--- config.mk ---
export PLATFORM = sky130hd
export DESIGN_NAME = adler32_framed_command_receiver
export DESIGN_NICKNAME = d
export VERILOG_FILES = /design/src/rtl/a32fr_pkg.sv /design/src/rtl/adler32_framed_command_receiver.sv /design/src/rtl/a32fr_core.sv
export SDC_FILE = /design/constraint.sdc
export NUM_CORES = 1
export LEC_CHECK = 0
export BUFFER_PORTS_ARGS = -buffer_cell sky130_fd_sc_hd__buf_2
export CAP_MARGIN = 30
export CORE_MARGIN = 10
export CORE_UTILIZATION = 40
export DETAILED_ROUTE_END_ITERATION = 8
export GPL_TIMING_DRIVEN = 0
export SLEW_MARGIN = 5
export SYNTH_ARGS = -nofsm -noshare
export SYNTH_HDL_FRONTEND = slang
export SYNTH_SLANG_ARGS = --single-unit
--- constraint.sdc ---
create_clock -name i_clk -period 10.2 [get_ports i_clk]
set_input_delay 1.02 -clock i_clk [delete_from_list [all_inputs] [get_ports i_clk]]
set_output_delay 1.02 -clock i_clk [all_outputs]
set_load 0.05 [all_outputs]
--- src/rtl/a32fr_pkg.sv ---
package a32fr_pkg;

    localparam logic [16:0] ADLER_MOD = 17'd65521;
    localparam logic [7:0]  END_MARK  = 8'hCF;
    localparam logic [1:0]  SUM_LAST  = 2'd3;

    typedef enum logic [5:0] {
        PH_LEAD = 6'b000001,
        PH_CMD  = 6'b000010,
        PH_LEN  = 6'b000100,
        PH_DATA = 6'b001000,
        PH_SUM  = 6'b010000,
        PH_END  = 6'b100000
    } t_phase;

    typedef enum logic {
        KIND_DATA   = 1'b0,
        KIND_REPORT = 1'b1
    } t_kind;

    typedef struct packed {
        t_kind       kind;
        logic [7:0]  data_byte;
        logic [7:0]  command;
        logic [7:0]  data_length;
        logic [31:0] computed_sum;
        logic [31:0] received_sum;
        logic        complete;
        logic        valid_res;
    } t_result;

endpackage

--- src/rtl/adler32_framed_command_receiver.sv ---
// An accepted word that yields a result passes through the input register and then the result register.
// Throughput: one word per cycle; a stalled result holds the result register and,
// behind it, the input register.
// Reset: synchronous active-low i_rst_n empties both registers and returns the frame
// tracker to waiting for a lead word with sums at their initial values.
module adler32_framed_command_receiver (
    input  logic        i_clk,
    input  logic        i_rst_n,
    input  logic        i_valid,
    output logic        o_stall,
    input  logic [7:0]  i_byte_in,
    output logic        o_valid,
    input  logic        i_stall,
    output logic        o_kind,
    output logic [7:0]  o_data_byte,
    output logic [7:0]  o_command,
    output logic [7:0]  o_data_length,
    output logic [31:0] o_computed_sum,
    output logic [31:0] o_received_sum,
    output logic        o_complete,
    output logic        o_valid_res
);
    import a32fr_pkg::*;

    logic       r_in_valid;
    logic [7:0] r_in_byte;
    logic       r_out_valid;
    t_result    r_out;

    logic    out_free, advance, res_valid;
    t_result res;

    assign out_free = !r_out_valid || !i_stall;
    assign advance  = r_in_valid && out_free;
    assign o_stall  = r_in_valid && !out_free;

    a32fr_core u_core (
        .i_clk      (i_clk),
        .i_rst_n    (i_rst_n),
        .i_step     (advance),
        .i_byte     (r_in_byte),
        .o_res_valid(res_valid),
        .o_res      (res)
    );

    always_ff @(posedge i_clk) begin
        if (!i_rst_n) begin
            r_in_valid <= 1'b0;
        end else if (!o_stall) begin
            r_in_valid <= i_valid;
        end
    end

    always_ff @(posedge i_clk) begin
        if (!o_stall && i_valid) begin
            r_in_byte <= i_byte_in;
        end
    end

    always_ff @(posedge i_clk) begin
        if (!i_rst_n) begin
            r_out_valid <= 1'b0;
        end else if (out_free) begin
            r_out_valid <= advance && res_valid;
        end
    end

    always_ff @(posedge i_clk) begin
        if (advance && res_valid) begin
            r_out <= res;
        end
    end

    assign o_valid        = r_out_valid;
    assign o_kind         = r_out.kind;
    assign o_data_byte    = r_out.data_byte;
    assign o_command      = r_out.command;
    assign o_data_length  = r_out.data_length;
    assign o_computed_sum = r_out.computed_sum;
    assign o_received_sum = r_out.received_sum;
    assign o_complete     = r_out.complete;
    assign o_valid_res    = r_out.valid_res;

endmodule

--- src/rtl/a32fr_core.sv ---
module a32fr_core (
    input  logic              i_clk,
    input  logic              i_rst_n,
    input  logic              i_step,
    input  logic [7:0]        i_byte,
    output logic              o_res_valid,
    output a32fr_pkg::t_result o_res
);
    import a32fr_pkg::*;

    t_phase      r_phase, n_phase;
    logic [7:0]  r_count, n_count;
    logic [7:0]  r_command, n_command;
    logic [7:0]  r_length, n_length;
    logic [15:0] r_sum_low, n_sum_low;
    logic [15:0] r_sum_high, n_sum_high;
    logic [31:0] r_checksum, n_checksum;

    logic [16:0] low_raw, low_mod, high_raw, high_mod;
    logic [7:0]  count_inc;
    logic        complete;
    logic [31:0] computed;

    always_comb begin
        low_raw  = {1'b0, r_sum_low} + {9'd0, i_byte};
        low_mod  = (low_raw >= ADLER_MOD) ? low_raw - ADLER_MOD : low_raw;
        high_raw = {1'b0, r_sum_high} + low_mod;
        high_mod = (high_raw >= ADLER_MOD) ? high_raw - ADLER_MOD : high_raw;
        count_inc = r_count + 8'd1;
        complete = (i_byte == END_MARK);
        computed = complete ? {r_sum_high, r_sum_low} : 32'hFFFF_FFFF;
    end

    always_comb begin
        n_phase    = r_phase;
        n_count    = r_count;
        n_command  = r_command;
        n_length   = r_length;
        n_sum_low  = r_sum_low;
        n_sum_high = r_sum_high;
        n_checksum = r_checksum;
        o_res_valid = 1'b0;
        o_res       = '0;
        case (r_phase)
            PH_LEAD: begin
                n_sum_low  = 16'd1;
                n_sum_high = 16'd0;
                n_count    = 8'd0;
                n_checksum = 32'd0;
                n_phase    = PH_CMD;
            end
            PH_CMD: begin
                n_command = i_byte;
                n_phase   = PH_LEN;
            end
            PH_LEN: begin
                n_length = i_byte;
                n_count  = 8'd0;
                n_phase  = (i_byte == 8'd0) ? PH_SUM : PH_DATA;
            end
            PH_DATA: begin
                n_sum_low  = low_mod[15:0];
                n_sum_high = high_mod[15:0];
                n_count    = count_inc;
                if (count_inc == r_length) begin
                    n_count = 8'd0;
                    n_phase = PH_SUM;
                end
                o_res_valid     = 1'b1;
                o_res.kind      = KIND_DATA;
                o_res.data_byte = i_byte;
            end
            PH_SUM: begin
                n_checksum = r_checksum | ({24'd0, i_byte} << {r_count[1:0], 3'b000});
                n_count    = count_inc;
                if (r_count[1:0] == SUM_LAST) begin
                    n_count = 8'd0;
                    n_phase = PH_END;
                end
            end
            PH_END: begin
                o_res_valid        = 1'b1;
                o_res.kind         = KIND_REPORT;
                o_res.command      = r_command;
                o_res.data_length  = r_length;
                o_res.computed_sum = computed;
                o_res.received_sum = r_checksum;
                o_res.complete     = complete;
                o_res.valid_res    = complete && (computed == r_checksum);
                n_count = 8'd0;
                n_phase = PH_LEAD;
            end
            default: begin
                n_phase = PH_LEAD;
            end
        endcase
    end

    always_ff @(posedge i_clk) begin
        if (!i_rst_n) begin
            r_phase    <= PH_LEAD;
            r_count    <= 8'd0;
            r_command  <= 8'd0;
            r_length   <= 8'd0;
            r_sum_low  <= 16'd1;
            r_sum_high <= 16'd0;
            r_checksum <= 32'd0;
        end else if (i_step) begin
            r_phase    <= n_phase;
            r_count    <= n_count;
            r_command  <= n_command;
            r_length   <= n_length;
            r_sum_low  <= n_sum_low;
            r_sum_high <= n_sum_high;
            r_checksum <= n_checksum;
        end
    end

endmodule
After elaboration in Yosys (flattened, before gate mapping)
Cells that the tools add are included.
- register bits: 195
- bits in latches: 0
- memory bits (writable): 0
- bits in read-only memories: 0
- input bits: 12
- output and inout port bits: 93
- logic and storage cells: 76
- memories: 0
- $add $sub $neg: 5
- $mul: 0
- divide/modulo/power cells: 0
- order comparisons: 2
- eq/ne operators: 12
- shift-type cells: 1
- mux-type cells: 15
- bitwise operators: 1
- reduce and logical (&&, ||, !) cells: 22
- operator list (kind ; count):
    $pmux W16 S2 ; 2
    $pmux W32 S2 ; 1
    $ge A17 B16 Y1 const B ; 2
    $eq A32 B32 Y1 ; 1
    $mux W32 ; 1
    $or A32 B32 Y32 ; 1
    $shl A8 B5 Y32 ; 1
    $pmux W6 S5 ; 1
    $pmux W8 S3 ; 1
    $add A16 B17 Y17 ; 1
    $add A16 B8 Y17 ; 1
    $mux W17 ; 1
    $sub A17 B16 Y17 const B ; 1
    $mux W16 ; 1
    $mux W8 ; 2
    $sub A16 B16 Y16 const B ; 1
    $mux W6 ; 2
    $reduce_and A2 Y1 ; 5
    $add A8 B1 Y8 const B ; 1
    $eq A8 B8 Y1 ; 1
    $eq A8 B8 Y1 const B ; 1
    $logic_not A8 Y1 ; 1
    $eq A6 B1 Y1 const B ; 1
    $eq A6 B2 Y1 const B ; 1
    16 further kinds ; 26

Depth between registers and ports, before layout
- word-level depth: 7
- mapped depth: 24
- gate-level depth less buffers: 22

Cells and area by module
A second synthesis with hierarchy kept.
- cell total of the unflattened synthesis: 1099
- area, all modules: 10480.1 um2
- by module, submodules not included (module ; times used ; cells each ; area an instance (um2) ; sequential area each (um2)):
    a32fr_core ; 1 ; 990 ; 7415.9 ; 1881.8
    adler32_framed_command_receiver ; 1 ; 109 ; 3064.2 ; 3012.9

Worst setup path after synthesis
OpenSTA, ideal clock, no wires.
- path type: register to register
- from: register r_in_byte[0]
- to: register u_core.r_sum_high[12]
- setup time: 0.120 ns
- arrival time: 5.800 ns
- data required time: 10.080 ns
- slack: 4.280 ns
- cell stages (with the launch flop): 23
- path through: edfxtp_1 ha_1 fa_1 nand3_1 a21oi_2 nor3_2 a21oi_1 o211a_2 nor4_1 o21ai_0 xnor2_1 ha_1 clkbuf_1 and2_1 a221oi_1 nand2_1 a211oi_1 and3_1 clkbuf_2 nand3_1 or3_4 and4_4 a211o_1
- word-level cells in the longest chain between the ends: 7
- elaborated cells between the ends (all ways): 9
- those cells by class: 4 x add/sub; 2 x order compare; 3 x mux
- ends and longest elaborated chain (element ; line ; source):
    start, declared ; adler32_framed_command_receiver.sv:26 ; logic [7:0] r_in_byte;
    start signal, assigned ; adler32_framed_command_receiver.sv:56 ; r_in_byte <= i_byte_in;
    $add A16 B8 Y17 * ; a32fr_core.sv:25 ; low_raw = {1'b0, r_sum_low} + {9'd0, i_byte};
    $sub A17 B16 Y17 / $ge A17 B16 Y1 (equally long branches) ; a32fr_core.sv:26 ; low_mod = (low_raw >= ADLER_MOD) ? low_raw - ADLER_MOD : low_raw;
    $mux W17 * ; a32fr_core.sv:26 ;
    $add A16 B17 Y17 * ; a32fr_core.sv:27 ; high_raw = {1'b0, r_sum_high} + low_mod;
    $sub A16 B16 Y16 / $ge A17 B16 Y1 (equally long branches) ; a32fr_core.sv:28 ; high_mod = (high_raw >= ADLER_MOD) ? high_raw - ADLER_MOD : high_raw;
    $mux W16 * ; a32fr_core.sv:28 ;
    $pmux W16 S2 * ; a32fr_core.sv:44 ; case (r_phase)
    end signal, assigned ; a32fr_core.sv:114 ; r_sum_high <= n_sum_high;
    end, declared ; a32fr_core.sv:16 ; logic [15:0] r_sum_high, n_sum_high;
Mark *: on every way between the ends. The rest lies on a longest branch, timed or not.
A chain may end at the register's enable or synchronous reset.

Worst setup path in the final report
- from: register u_core.r_sum_low[3]
- to: register u_core.r_sum_high[0]
- word-level cells in the longest chain between the ends: 7
- elaborated cells between the ends (all ways): 9
- those cells by class: 4 x add/sub; 2 x order compare; 3 x mux
- ends and longest elaborated chain (element ; line ; source):
    start, declared ; a32fr_core.sv:15 ; logic [15:0] r_sum_low, n_sum_low;
    start signal, assigned ; a32fr_core.sv:113 ; r_sum_low <= n_sum_low;
    $add A16 B8 Y17 * ; a32fr_core.sv:25 ;
    $sub A17 B16 Y17 / $ge A17 B16 Y1 (equally long branches) ; a32fr_core.sv:26 ;
    $mux W17 * ; a32fr_core.sv:26 ;
    $add A16 B17 Y17 * ; a32fr_core.sv:27 ;
    $ge A17 B16 Y1 / $sub A16 B16 Y16 (equally long branches) ; a32fr_core.sv:28 ;
    $mux W16 * ; a32fr_core.sv:28 ;
    $pmux W16 S2 * ; a32fr_core.sv:44 ;
Marks and branches as above.

==> metrics <==
total grt overflow=0; Final Hold Viols=0; IO Pins=105; leakage=0.00516 uW; initial core utilization=41.0%; RSZ-0062 raised after global routing=no; Worst-path clk slew=80 ps; asr flop ratio synth=0%; Hold WS=461 ps; Yosys reg bits=195; Crit Path Class=reg2reg; synth top area cells=edfxtp_1 28%, dfxtp_1 18%, nor2_1 5.6%; layout cells sized above 1=13.8%; Pre-antenna DRT Iters=8; # hold bufs at CTS=0; crit path buf inv count=3; max-cap violation count=0; post-synthesis sequential area ratio=45.6%; Syn Nets=1,220; upper clock frequency limit=136 MHz; Post-DP HPWL=24,900 um; core area=0.0262 sq mm; clock skew=18.6 ps; reg2reg setup slack=2840 ps; area share of the largest cell type after synthesis=27.7%; clk buf depth=2; worst slew pin tran=932 ps; GRT Util Overall=19.4%; H-tree levels=4; vias in the first global route=8,978; drc violations=0; max-slew violations=0; Tcrit/Tclk final=72.2%; CTS tree=built; Post-synth top cells=159 x nor2_1, 99 x edfxtp_1, 96 x dfxtp_1; Synth Area in Simple Gates=23.8%; Synth-to-Final Area Change=15.0%; Post-DP Area=0.0117 sq mm; R2R depth=22; Sink Count=195; Reg2Reg Launch Point=u_core.r_sum_low[3]$_SDFFE_PN0P_; final core utilization=47.1%; CP delay by family, top=compound AO/OA/AOI/OAI gates; Antenna Nets Post-Route=0; min setup slack post-route=2840 ps; XOR/XNOR Fraction of Synth Area=4.15%; HP Class=reg2reg; CP max stage delay=660 ps; pre-CTS setup slack=3100 ps; pwr dens=132 mW/mm^2; Worst-Skew Late Latency=450 ps; Max Fanout on Critical Path=10; Ys Warns=0; status=complete, no violations; predominant post-synthesis flop cell=edfxtp_1; post-CTS resize count=0; final instance area=0.0123 sq mm; pin count of the biggest net entering global routing=73; Synth Instances=1,175; die height=184 um; vias=9,505; critical path endpoint category=flip-flop; Final Wtd Congestion=0.941; CP required=10,550 ps; CTS buffer count=17; Post-Syn Area per Cell=9.13 sq um; worst r2r dst=u_core.r_sum_high[0]$_SDFFE_PN0P_; final layout net count=1,347; relative slew slack=37.4%; DR iter-0 viols=1,024; setup TNS=0 ps; die area=0.0338 sq mm; post-DR vias/cell=5.76; Avg WL per Cell=20.0 um; Synth Area in Adders=3.99%; crit path to=u_core.r_sum_high[0]$_SDFFE_PN0P_; crit path time final=7360 ps; Synth cell types=87; multiplexer area fraction after synthesis=1.60%; compound-cell area share of the yosys netlist=16.3%; startpoint types=flip-flop; crit path from=u_core.r_sum_low[3]$_SDFFE_PN0P_; main combinational cell family by area after synthesis=simple AND/OR/NAND/NOR gates; Cell Chain, Critical Path=ha_1, a21oi_1, a21oi_2, nor3_2, a21oi_1, o211a_2, nor4_1, buf_2, o21ai_0, xnor2_1, ha_1, clkbuf_1, o21ai_0, a31oi_1, nor4b_1, a211oi_1, and3_1, clkbuf_2, nand3_1, nor3b_2, nor3_1, o31ai_1; Synth area leader=edfxtp_1; Post-CTS Setup Bufs=0; initial antenna violation count=0; first-pass GRT wire length=51,600 um; setup violators final=0; Routed WL=33,000 um; ant diodes=0; mapped cell area=0.0107 sq mm; CP Data Arrival Time=7710 ps; number of flops mapped to enable cells by yosys=99; # port buffers=104; Die W=184 um; Root Driver=clkbuf_16; top-count cell post-synth=nor2_1; slowest CP cell=nor3b_2; VDD IR-drop max=120 uV; row count=59; Crit path depth=22
[worst register-to-register path: cells and delay by family (launching register included)]
family | cells | cell delay (ps)
AO/OA/AOI/OAI | 9 | 2510
XOR/XNOR | 1 | 340
adder cells (fa/ha/maj) | 2 | 580
buffers and inverters | 3 | 830
flip-flops | 1 | 560
AND/OR/NAND/NOR | 7 | 2450
[sequential cells by signal (all words and copies together) (netlist names), 16 cells and up]
register / cells
o_computed_sum: 32
o_received_sum: 32
u_core.r_checksum: 32
u_core.r_sum_high: 16
u_core.r_sum_low: 16
[metrics by stage]
stage,cells,power [uW]
2_1_floorplan,1175,907
3_3_place_gp,1614,936
3_5_place_dp,1618,937
4_1_cts,1650,1640
5_1_grt,1650,1680
6_report,1650,1630
[cell usage in the layout, fill, tap and decap left out, drive strengths merged, types with 21 or more instances in the layout]
cell | netlist | layout
dfxtp | 96 | 96
xnor2 | 28 | 28
clkbuf | 59 | 76
ha | 31 | 31
xor2 | 22 | 22
nand2 | 72 | 72
o22ai | 21 | 21
a21oi | 82 | 82
nor3 | 31 | 31
buf | 10 | 118
nor2 | 159 | 159
inv | 42 | 51
nand3 | 58 | 58
o21ai | 42 | 42
edfxtp | 99 | 99
and2 | 68 | 68
[area by class of cell]
type | count | area, sq um
Multi-Input combinational cell | 868 | 5360
Buffer | 70 | 322
Tap cell | 335 | 419
Timing Repair Buffer | 108 | 563
Clock buffer | 17 | 425
Clock inverter | 15 | 199
Fill cell | 2560 | 13900
Inverter | 42 | 160
Sequential cell | 195 | 4890
[logic make-up (layout without fill, tap and decap cells)]
logic type | after synthesis | in the layout
adders and majority gates | 33 | 33
muxes | 17 | 17
AOI/OAI and AO/OA | 266 | 266
xor gates and xnor gates | 50 | 50
buffers and inverters | 112 | 252
and+or+nand+nor | 502 | 502
DFF | 195 | 195
[power by group]
part	switching (uW)	internal (uW)	leakage, uW	total (uW)
sequential	5.87	821	0.00189	826
clock	353	360	0.000306	713
combinational	63.9	31.5	0.00296	95.4
[worst min path at each step]
stage | start | to | depth (start not counted)
floorplan | u_core.r_command[7]$_SDFFE_PN0P_ | u_core.r_command[7]$_SDFFE_PN0P_ | 2
finish | u_core.r_command[7]$_SDFFE_PN0P_ | u_core.r_command[7]$_SDFFE_PN0P_ | 2
global route | u_core.r_command[0]$_SDFFE_PN0P_ | u_core.r_command[0]$_SDFFE_PN0P_ | 2
detailed placement | u_core.r_command[7]$_SDFFE_PN0P_ | u_core.r_command[7]$_SDFFE_PN0P_ | 2
CTS | u_core.r_command[7]$_SDFFE_PN0P_ | u_core.r_command[7]$_SDFFE_PN0P_ | 2
global placement | u_core.r_command[7]$_SDFFE_PN0P_ | u_core.r_command[7]$_SDFFE_PN0P_ | 2
[layer usage]
layer  vias to the layer above  wire (um)  part of all wire [%]  track usage [%]
li1                       4516          -                     -                -
met1                      4501      14600                    44             26.0
met2                       439      15000                    45             31.1
met3                        49       2680                   8.1             3.66
met4                         0        735                   2.2             5.74
met5                         -          0                     0                0
Note: power is estimated with default switching activity, not from simulation.
